==> src/rtl/lsclip_pkg.sv <==
`default_nettype none
package lsclip_pkg;

    typedef enum logic [1:0] {
        ST_IDLE,
        ST_EVAL,
        ST_WAIT,
        ST_DONE
    } t_state;

    typedef enum logic [1:0] {
        DV_IDLE,
        DV_MUL,
        DV_DIV,
        DV_SAT
    } t_div_state;

    typedef logic [3:0] t_outcode;

    localparam t_outcode OC_ROW_LO = 4'h1;
    localparam t_outcode OC_ROW_HI = 4'h2;
    localparam t_outcode OC_COL_HI = 4'h4;
    localparam t_outcode OC_COL_LO = 4'h8;

    localparam logic [2:0] MAX_PASSES = 3'd4;

    localparam logic [1:0] REG_ROW_MIN = 2'd0;
    localparam logic [1:0] REG_ROW_MAX = 2'd1;
    localparam logic [1:0] REG_COL_MIN = 2'd2;
    localparam logic [1:0] REG_COL_MAX = 2'd3;

endpackage
`default_nettype wire

==> src/rtl/lsclip_interp.sv <==
`default_nettype none
module lsclip_interp import lsclip_pkg::*; #(
    parameter int COORD_BITS = 24
) (
    input  wire                           i_clk,
    input  wire                           i_rst_n,
    input  wire                           i_start,
    input  wire logic signed [COORD_BITS-1:0] i_a1,
    input  wire logic signed [COORD_BITS-1:0] i_a2,
    input  wire logic signed [COORD_BITS-1:0] i_b1,
    input  wire logic signed [COORD_BITS-1:0] i_b2,
    input  wire logic signed [COORD_BITS-1:0] i_edge,
    output logic                          o_done,
    output logic signed [COORD_BITS-1:0]  o_result
);

    localparam int C  = COORD_BITS;
    localparam int DW = C + 1;
    localparam int PW = 2 * C + 1;
    localparam int SW = C + 3;
    localparam int CW = $clog2(PW + 1);

    t_div_state r_state, n_state;

    logic [DW-1:0]           r_ud, n_ud, r_ue, n_ue, r_uk, n_uk, r_rem, n_rem;
    logic [PW-1:0]           r_prod, n_prod;
    logic [CW-1:0]           r_cnt, n_cnt;
    logic                    r_neg, n_neg, r_done, n_done;
    logic signed [C-1:0]     r_a1, n_a1, r_result, n_result;

    logic signed [DW-1:0]    w_d, w_e, w_k;
    logic [2*DW-1:0]         w_mul;
    logic [DW:0]             w_rem_sh, w_trial;
    logic                    w_ge;
    logic                    w_over;
    logic [C+1:0]            w_qlim;
    logic signed [SW-1:0]    w_a1x, w_qx, w_sum;
    logic signed [C-1:0]     w_sat;

    assign w_d = {i_a2[C-1], i_a2} - {i_a1[C-1], i_a1};
    assign w_e = {i_edge[C-1], i_edge} - {i_b1[C-1], i_b1};
    assign w_k = {i_b2[C-1], i_b2} - {i_b1[C-1], i_b1};

    assign w_mul    = r_ud * r_ue;
    assign w_rem_sh = {r_rem, r_prod[PW-1]};
    assign w_trial  = w_rem_sh - {1'b0, r_uk};
    assign w_ge     = !w_trial[DW];

    assign w_over = |r_prod[PW-1:C+1];
    assign w_qlim = w_over ? {1'b1, {(C+1){1'b0}}} : {1'b0, r_prod[C:0]};
    assign w_a1x  = {{3{r_a1[C-1]}}, r_a1};
    assign w_qx   = {1'b0, w_qlim};
    assign w_sum  = r_neg ? (w_a1x - w_qx) : (w_a1x + w_qx);

    always_comb begin
        if ((&w_sum[SW-1:C-1]) || !(|w_sum[SW-1:C-1])) begin
            w_sat = w_sum[C-1:0];
        end else if (w_sum[SW-1]) begin
            w_sat = {1'b1, {(C-1){1'b0}}};
        end else begin
            w_sat = {1'b0, {(C-1){1'b1}}};
        end
    end

    always_comb begin
        n_state = r_state;
        case (r_state)
            DV_IDLE: if (i_start) n_state = DV_MUL;
            DV_MUL:  n_state = (r_uk == '0) ? DV_IDLE : DV_DIV;
            DV_DIV:  if (r_cnt == CW'(PW - 1)) n_state = DV_SAT;
            DV_SAT:  n_state = DV_IDLE;
            default: n_state = DV_IDLE;
        endcase
    end

    always_comb begin
        n_ud     = r_ud;
        n_ue     = r_ue;
        n_uk     = r_uk;
        n_neg    = r_neg;
        n_a1     = r_a1;
        n_prod   = r_prod;
        n_rem    = r_rem;
        n_cnt    = r_cnt;
        n_result = r_result;
        n_done   = 1'b0;
        case (r_state)
            DV_IDLE: begin
                if (i_start) begin
                    n_ud  = w_d[DW-1] ? DW'(-w_d) : DW'(w_d);
                    n_ue  = w_e[DW-1] ? DW'(-w_e) : DW'(w_e);
                    n_uk  = w_k[DW-1] ? DW'(-w_k) : DW'(w_k);
                    n_neg = w_d[DW-1] ^ w_e[DW-1] ^ w_k[DW-1];
                    n_a1  = i_a1;
                end
            end
            DV_MUL: begin
                n_prod = w_mul[PW-1:0];
                n_rem  = '0;
                n_cnt  = '0;
                if (r_uk == '0) begin
                    n_result = r_a1;
                    n_done   = 1'b1;
                end
            end
            DV_DIV: begin
                n_rem  = w_ge ? w_trial[DW-1:0] : w_rem_sh[DW-1:0];
                n_prod = {r_prod[PW-2:0], w_ge};
                n_cnt  = r_cnt + 1'b1;
            end
            DV_SAT: begin
                n_result = w_sat;
                n_done   = 1'b1;
            end
            default: begin
                n_done = 1'b0;
            end
        endcase
    end

    always_ff @(posedge i_clk) begin
        if (!i_rst_n) begin
            r_state <= DV_IDLE;
            r_done  <= 1'b0;
        end else begin
            r_state <= n_state;
            r_done  <= n_done;
        end
        r_ud     <= n_ud;
        r_ue     <= n_ue;
        r_uk     <= n_uk;
        r_neg    <= n_neg;
        r_a1     <= n_a1;
        r_prod   <= n_prod;
        r_rem    <= n_rem;
        r_cnt    <= n_cnt;
        r_result <= n_result;
    end

    assign o_done   = r_done;
    assign o_result = r_result;

endmodule
`default_nettype wire

==> src/rtl/line_segment_window_clip_core.sv <==
// Channel   | Direction | Handshake                       | Content
// s_axis    | in        | i_s_axis_tvalid/o_s_axis_tready | segment endpoints
// m_axis    | out       | o_m_axis_tvalid/i_m_axis_tready | accept flag, clipped endpoints
// cfg       | in        | i_cfg_valid/o_cfg_ready         | window register write
//
// One segment at a time: the next request is taken only once the last segment has run
// its P = 0..4 clip passes, each an interpolation by the interpolation unit, whose
// divider is bit-serial.
// A result waits in the output register; the next segment is taken meanwhile,
// and a finished segment holds until that register frees.
// Synchronous active-low reset opens the window to the full coordinate range.
`default_nettype none
module line_segment_window_clip_core import lsclip_pkg::*; #(
    parameter int COORD_BITS = 24
) (
    input  wire                               i_clk,
    input  wire                               i_rst_n,
    input  wire                               i_s_axis_tvalid,
    output logic                              o_s_axis_tready,
    // start_row, start_col, end_row, end_col
    input  wire  [((4*COORD_BITS+7)/8)*8-1:0] i_s_axis_tdata,
    output logic                              o_m_axis_tvalid,
    input  wire                               i_m_axis_tready,
    // clip_start_row, clip_start_col, clip_end_row, clip_end_col
    output logic [((4*COORD_BITS+7)/8)*8-1:0] o_m_axis_tdata,
    // accepted
    output logic                              o_m_axis_tuser,
    input  wire                               i_cfg_valid,
    output logic                              o_cfg_ready,
    input  wire  [1:0]                        i_cfg_index,
    input  wire  [COORD_BITS-1:0]             i_cfg_data
);

    localparam int C  = COORD_BITS;
    localparam int TW = ((4 * C + 7) / 8) * 8;
    localparam logic signed [C-1:0] CMIN = {1'b1, {(C-1){1'b0}}};
    localparam logic signed [C-1:0] CMAX = {1'b0, {(C-1){1'b1}}};

    t_state r_state, n_state;

    logic signed [C-1:0] r_row_min, r_row_max, r_col_min, r_col_max;
    logic signed [C-1:0] r_r0, n_r0, r_c0, n_c0, r_r1, n_r1, r_c1, n_c1;
    logic signed [C-1:0] r_edge, n_edge;
    logic [2:0]          r_pass, n_pass;
    logic                r_acc, n_acc, r_first, n_first, r_row_edge, n_row_edge;
    logic                r_out_valid, n_out_valid, r_out_user, n_out_user;
    logic [TW-1:0]       r_out_data, n_out_data;

    t_outcode            w_k0, w_k1, w_k;
    logic                w_in_acc, w_out_free, w_all_in, w_reject, w_start, w_done;
    logic signed [C-1:0] w_a1, w_a2, w_b1, w_b2, w_edge, w_result, w_nr, w_nc;

    assign w_in_acc   = i_s_axis_tvalid && o_s_axis_tready;
    assign w_out_free = !r_out_valid || i_m_axis_tready;

    always_ff @(posedge i_clk) begin
        if (!i_rst_n) begin
            r_row_min <= CMIN;
            r_row_max <= CMAX;
            r_col_min <= CMIN;
            r_col_max <= CMAX;
        end else if (i_cfg_valid) begin
            case (i_cfg_index)
                REG_ROW_MIN: r_row_min <= i_cfg_data;
                REG_ROW_MAX: r_row_max <= i_cfg_data;
                REG_COL_MIN: r_col_min <= i_cfg_data;
                REG_COL_MAX: r_col_max <= i_cfg_data;
                default:     r_row_min <= r_row_min;
            endcase
        end
    end

    always_comb begin
        w_k0 = '0;
        if (r_r0 > r_row_max)      w_k0 = w_k0 | OC_ROW_HI;
        else if (r_r0 < r_row_min) w_k0 = w_k0 | OC_ROW_LO;
        if (r_c0 > r_col_max)      w_k0 = w_k0 | OC_COL_HI;
        else if (r_c0 < r_col_min) w_k0 = w_k0 | OC_COL_LO;
        w_k1 = '0;
        if (r_r1 > r_row_max)      w_k1 = w_k1 | OC_ROW_HI;
        else if (r_r1 < r_row_min) w_k1 = w_k1 | OC_ROW_LO;
        if (r_c1 > r_col_max)      w_k1 = w_k1 | OC_COL_HI;
        else if (r_c1 < r_col_min) w_k1 = w_k1 | OC_COL_LO;
    end

    assign w_k      = (w_k0 != '0) ? w_k0 : w_k1;
    assign w_all_in = (w_k0 | w_k1) == '0;
    assign w_reject = ((w_k0 & w_k1) != '0) || (r_pass >= MAX_PASSES);

    always_comb begin
        if ((w_k & OC_ROW_LO) != '0) begin
            w_a1 = r_c0; w_a2 = r_c1; w_b1 = r_r0; w_b2 = r_r1; w_edge = r_row_min;
        end else if ((w_k & OC_ROW_HI) != '0) begin
            w_a1 = r_c0; w_a2 = r_c1; w_b1 = r_r0; w_b2 = r_r1; w_edge = r_row_max;
        end else if ((w_k & OC_COL_HI) != '0) begin
            w_a1 = r_r0; w_a2 = r_r1; w_b1 = r_c0; w_b2 = r_c1; w_edge = r_col_max;
        end else begin
            w_a1 = r_r0; w_a2 = r_r1; w_b1 = r_c0; w_b2 = r_c1; w_edge = r_col_min;
        end
    end

    assign w_start = (r_state == ST_EVAL) && !w_all_in && !w_reject;

    lsclip_interp #(
        .COORD_BITS(COORD_BITS)
    ) u_interp (
        .i_clk   (i_clk),
        .i_rst_n (i_rst_n),
        .i_start (w_start),
        .i_a1    (w_a1),
        .i_a2    (w_a2),
        .i_b1    (w_b1),
        .i_b2    (w_b2),
        .i_edge  (w_edge),
        .o_done  (w_done),
        .o_result(w_result)
    );

    assign w_nr = r_row_edge ? r_edge : w_result;
    assign w_nc = r_row_edge ? w_result : r_edge;

    always_comb begin
        n_state = r_state;
        case (r_state)
            ST_IDLE: if (w_in_acc) n_state = ST_EVAL;
            ST_EVAL: n_state = (w_all_in || w_reject) ? ST_DONE : ST_WAIT;
            ST_WAIT: if (w_done) n_state = ST_EVAL;
            ST_DONE: if (w_out_free) n_state = ST_IDLE;
            default: n_state = ST_IDLE;
        endcase
    end

    always_comb begin
        n_r0        = r_r0;
        n_c0        = r_c0;
        n_r1        = r_r1;
        n_c1        = r_c1;
        n_pass      = r_pass;
        n_acc       = r_acc;
        n_first     = r_first;
        n_row_edge  = r_row_edge;
        n_edge      = r_edge;
        n_out_user  = r_out_user;
        n_out_data  = r_out_data;
        n_out_valid = r_out_valid && !i_m_axis_tready;
        case (r_state)
            ST_IDLE: begin
                if (w_in_acc) begin
                    n_r0   = i_s_axis_tdata[0*C +: C];
                    n_c0   = i_s_axis_tdata[1*C +: C];
                    n_r1   = i_s_axis_tdata[2*C +: C];
                    n_c1   = i_s_axis_tdata[3*C +: C];
                    n_pass = '0;
                end
            end
            ST_EVAL: begin
                n_acc      = w_all_in;
                n_first    = w_k0 != '0;
                n_row_edge = (w_k & (OC_ROW_LO | OC_ROW_HI)) != '0;
                n_edge     = w_edge;
            end
            ST_WAIT: begin
                if (w_done) begin
                    n_pass = r_pass + 1'b1;
                    if (r_first) begin
                        n_r0 = w_nr;
                        n_c0 = w_nc;
                    end else begin
                        n_r1 = w_nr;
                        n_c1 = w_nc;
                    end
                end
            end
            ST_DONE: begin
                if (w_out_free) begin
                    n_out_valid = 1'b1;
                    n_out_user  = r_acc;
                    n_out_data  = '0;
                    if (r_acc) begin
                        n_out_data[0*C +: C] = r_r0;
                        n_out_data[1*C +: C] = r_c0;
                        n_out_data[2*C +: C] = r_r1;
                        n_out_data[3*C +: C] = r_c1;
                    end
                end
            end
            default: begin
                n_pass = r_pass;
            end
        endcase
    end

    always_ff @(posedge i_clk) begin
        if (!i_rst_n) begin
            r_state     <= ST_IDLE;
            r_out_valid <= 1'b0;
        end else begin
            r_state     <= n_state;
            r_out_valid <= n_out_valid;
        end
        r_r0       <= n_r0;
        r_c0       <= n_c0;
        r_r1       <= n_r1;
        r_c1       <= n_c1;
        r_pass     <= n_pass;
        r_acc      <= n_acc;
        r_first    <= n_first;
        r_row_edge <= n_row_edge;
        r_edge     <= n_edge;
        r_out_user <= n_out_user;
        r_out_data <= n_out_data;
    end

    assign o_s_axis_tready = (r_state == ST_IDLE);
    assign o_m_axis_tvalid = r_out_valid;
    assign o_m_axis_tdata  = r_out_data;
    assign o_m_axis_tuser  = r_out_user;
    assign o_cfg_ready     = 1'b1;

endmodule
`default_nettype wire

==> config.mk <==
export PLATFORM = sky130hd
export DESIGN_NAME = line_segment_window_clip_core
export DESIGN_NICKNAME = d
export VERILOG_FILES = /design/src/rtl/lsclip_pkg.sv /design/src/rtl/lsclip_interp.sv /design/src/rtl/line_segment_window_clip_core.sv
export SDC_FILE = /design/constraint.sdc
export NUM_CORES = 2
export LEC_CHECK = 0
export BUFFER_PORTS_ARGS = -buffer_cell sky130_fd_sc_hd__buf_2
export CAP_MARGIN = 20
export CORE_MARGIN = 10
export CORE_UTILIZATION = 52
export DETAILED_ROUTE_END_ITERATION = 12
export PLACE_DENSITY = 0.74
export SLEW_MARGIN = 0
export SYNTH_ARGS = -nofsm -noshare
export SYNTH_HDL_FRONTEND = slang
export SYNTH_HIERARCHICAL = 1
export SYNTH_SLANG_ARGS = --single-unit
export TNS_END_PERCENT = 1
==> constraint.sdc <==
create_clock -name i_clk -period 8.24 [get_ports i_clk]
set_clock_uncertainty 0.2 [all_clocks]
set_input_delay 0.824 -clock i_clk [delete_from_list [all_inputs] [get_ports i_clk]]
set_output_delay 0.824 -clock i_clk [all_outputs]
set_load 0.1 [all_outputs]
==> summary.md <==
| Metric | Value |
|---|---|
| Sort of element at the end of the critical path | register |
| Worst reg2reg endpoint | u_interp/r_prod[45] |
| Critical Path Start | u_interp/r_ue[3] |
| CP Data Required Time | 8.43 ns |
| ANT nets after route | 0 |
| Xor/xnor share of the synthesized area | 0.03630 |
| Setup repair after global routing missed its margin | no |
| Net count after synthesis | 7086 |
| Starting Density | 0.5241 |
| CTS H-Tree Depth | 2 |
| Rows | 120 |
| CP most frequent cell | fa_1 |
| Accumulated negative setup slack | 0 ns |
| R2r startpoint | u_interp/r_ue[3] |
| Fin. max-slew vios | 0 |
| Top cell types by occurrence after synthesis | inv_1 (862), nand2_1 (715), fa_1 (530) |
| Slowest cell on the critical path | a311oi_1 |
| HP Class | primary input to register |
| Outcome | completed |
| Type of origin of the critical path | register |
| Count of mapped cells out of synthesis | 5926 |
| Max_slew headroom | 0.2555 |
| Total congestion overflow after global routing | 0 |
| Biggest area consumer among synthesized cells | edfxtp_1 |
| TritonCTS clock tree | yes |
| Worst-case clock buffer depth | 3 |
| Quantity of I/O buffers inserted on ports | 225 |
| Iteration count of the initial detailed-routing pass | 6 |
| Fraction of the mapped netlist area in adder cells | 0.3008 |
| Multi-input gate area in the final layout | 37130 um^2 |
| CP top delay family | adder cells |
| Total of flip-flops plus latches after synthesis | 529 |
| Portion of the post-synthesis area used by sequential elements | 0.2645 |
| Wire length of the first global-routing pass | 260.9 mm |
| Share of the clock period used by the worst path after layout | 0.9715 |
| Combined area of all synthesized cells | 56190 um^2 |
| Count of unresolved DRC violations after routing | 0 |
| Fmax | 0.1249 GHz |
| Number of warnings printed during yosys synthesis | 6 |
| Distinct cell type count of the synthesized netlist | 114 |
| Main combinational cell family by area after synthesis | adder cells |
| Largest net degree at the start of global routing | 103 |
| Detailed-route wire length | 168.9 mm |
| Arrival time of the worst setup path | 8.20 ns |
| Detailed Route Iter0 Violations | 4309 |
| Area of the die | 121600 um^2 |
| CTS Buf Count | 60 |
| Total clock sinks | 529 |
| Dominant cells by area after synthesis | edfxtp_1 (23%), fa_1 (19%), ha_1 (11%) |
| Top_reg_cell synth | edfxtp_1 |
| Aggregate global-route resource usage | 0.2738 |
| Final critical-path required period | 8.005 ns |
| Number of failing hold endpoints at the final stage | 0 |
| Largest fanout on the critical path | 11 |
| Worst R2R Path Depth | 25 |
| Insertion delay of the later-clocked pin in the worst-skew pair | 0.73 ns |
| Worst path depth | 25 |
| Number of enable-type register cells in the synthesized netlist | 427 |
| Final weighted congestion of routability-driven global placement | 1.012 |
| WL per Instance | 22.35 um |
| Top-count cell post-synth | inv_1 |
| Vias | 44540 |
| Number of antenna violations at the first check in global routing | 4 |
| Fill cells | 9247 |
| Fraction of synthesized cell area taken by the top area cell type | 0.2282 |
| Worst hold path stage count | 2 |
| Setup slack of the most critical reg-to-reg path | 0.24 ns |
| Number of global-route vias before repair | 44770 |
| Die extent in x | 348.7 um |
| Mean number of vias per cell | 5.895 |
| Clock root buffer | clkbuf_16 |
| Worst path max stage delay | 0.64 ns |
| Worst setup path end | u_interp/r_prod[45] |
| Dpl hpwl | 134.0 mm |
| Buf/Inv on CP | 6 |
| Share of synthesized area spent on multiplexers | 0.03725 |
| Synth Area in Simple Gates | 0.1545 |
| Count of max-cap constraint violations | 0 |
| Post-synthesis to final-layout area growth | 9.121% |
| Vert. Die Dim | 348.7 um |
| Complex-gate fraction of the synthesized area | 0.1292 |
| Worst Tran Pin Value | 1.107 ns |
| Final setup violation count | 0 |
| Core Box Area | 107200 um^2 |
| Average size of a mapped cell | 9.482 um^2 |
| Reg area | 14860 um^2 |
| Total Nets Final | 7259 |
| Async S/R FF share, synth | 0 |
| Critical Setup Path Class | register to register |
| Number of primary I/O pins | 227 |
| Share of cells above drive strength 1 | 0.09969 |
| Clock transition at the register clock pins on the worst setup and hold paths after CTS | 0.06 ns |
==> per-layer routing <==
layer,track usage,wire length [um],vias to the layer above
met2,0.4405,76850,2006
met3,0.04938,16070,350
met1,0.3675,69030,21910
met5,0,13,-
li1,-,-,20280
met4,0.1003,6923,2
==> area by class of cell <==
cell class,count,share of cell area
tap,1403,0.02863
antenna,4,0.0001633
inverter,864,0.05293
clock inverter,38,0.007326
sequential,529,0.2424
timing repair buffer,372,0.03724
multi-input combinational,4272,0.6056
clock buffer,74,0.02569
==> how the worst min path moves through the flow <==
stage	start	end	slack [ns]
after floorplan	r_col_max[23]	r_col_max[23]	0.26
after global placement	r_row_min[22]	r_row_min[22]	0.27
after detailed placement	r_col_min[20]	r_col_min[20]	0.28
after CTS	i_s_axis_tdata[11]	r_r0[11]	0.16
after global routing	i_s_axis_tdata[58]	r_r1[10]	0.18
final	i_s_axis_tdata[13]	r_r0[13]	0.18
==> cells by family after synthesis <==
kind of cell | Yosys count
and+or+nand+nor | 1761
DFF | 529
buffers and inverters | 1125
other | 1
muxes | 183
adders and majority gates | 1033
AOI/OAI and AO/OA | 1062
xor gates and xnor gates | 232
==> stage by stage <==
| stage | util | worst slack, ns | instance area, um^2 | hold WS, ns | cells |
|---|---|---|---|---|---|
| 2_1_floorplan | - | 1.069 | 56190 | 0.2559 | 5926 |
| 3_3_place_gp | 0.5511 | 0.3132 | 59080 | 0.2692 | 7421 |
| 3_5_place_dp | 0.5511 | 0.2634 | 59080 | 0.2773 | 7421 |
| 4_1_cts | 0.5700 | 0.2057 | 61110 | 0.1599 | 7533 |
| 5_1_grt | 0.5719 | 0.01818 | 61310 | 0.1805 | 7553 |
| 6_report | 0.5719 | 0.2352 | 61310 | 0.1846 | 7556 |
==> registers in the layout, summed over array words and instances, names as in the netlist, 25 cells and up, named ones only <==
register	flops
u_interp/r_ud	25
u_interp/r_ue	25
u_interp/r_rem	25
o_m_axis_tdata	96
u_interp/r_uk	25
u_interp/r_prod	49
==> cells in the final DEF, fill, tap and decap left out, types with 118 or more instances in the layout <==
cell type,count
nand2_1,714
nand3_1,118
edfxtp_1,427
nor2_1,189
buf_2,225
a21oi_1,235
inv_1,862
buf_4,142
o21ai_0,158
ha_1,501
o21a_1,132
fa_1,530
xnor2_1,151
and2_1,424
==> timing repair <==
| item | 4_1_cts | 5_1_grt |
|---|---|---|
| setup endpoints to repair | 0 | 6 |
| hold buffers | 0 | 0 |
| buffers inserted | 0 | 19 |
| resized for setup | 0 | 5 |
Power is not shown: default switching activity piles up to over one toggle a cycle in this logic, so the estimate is an artifact.
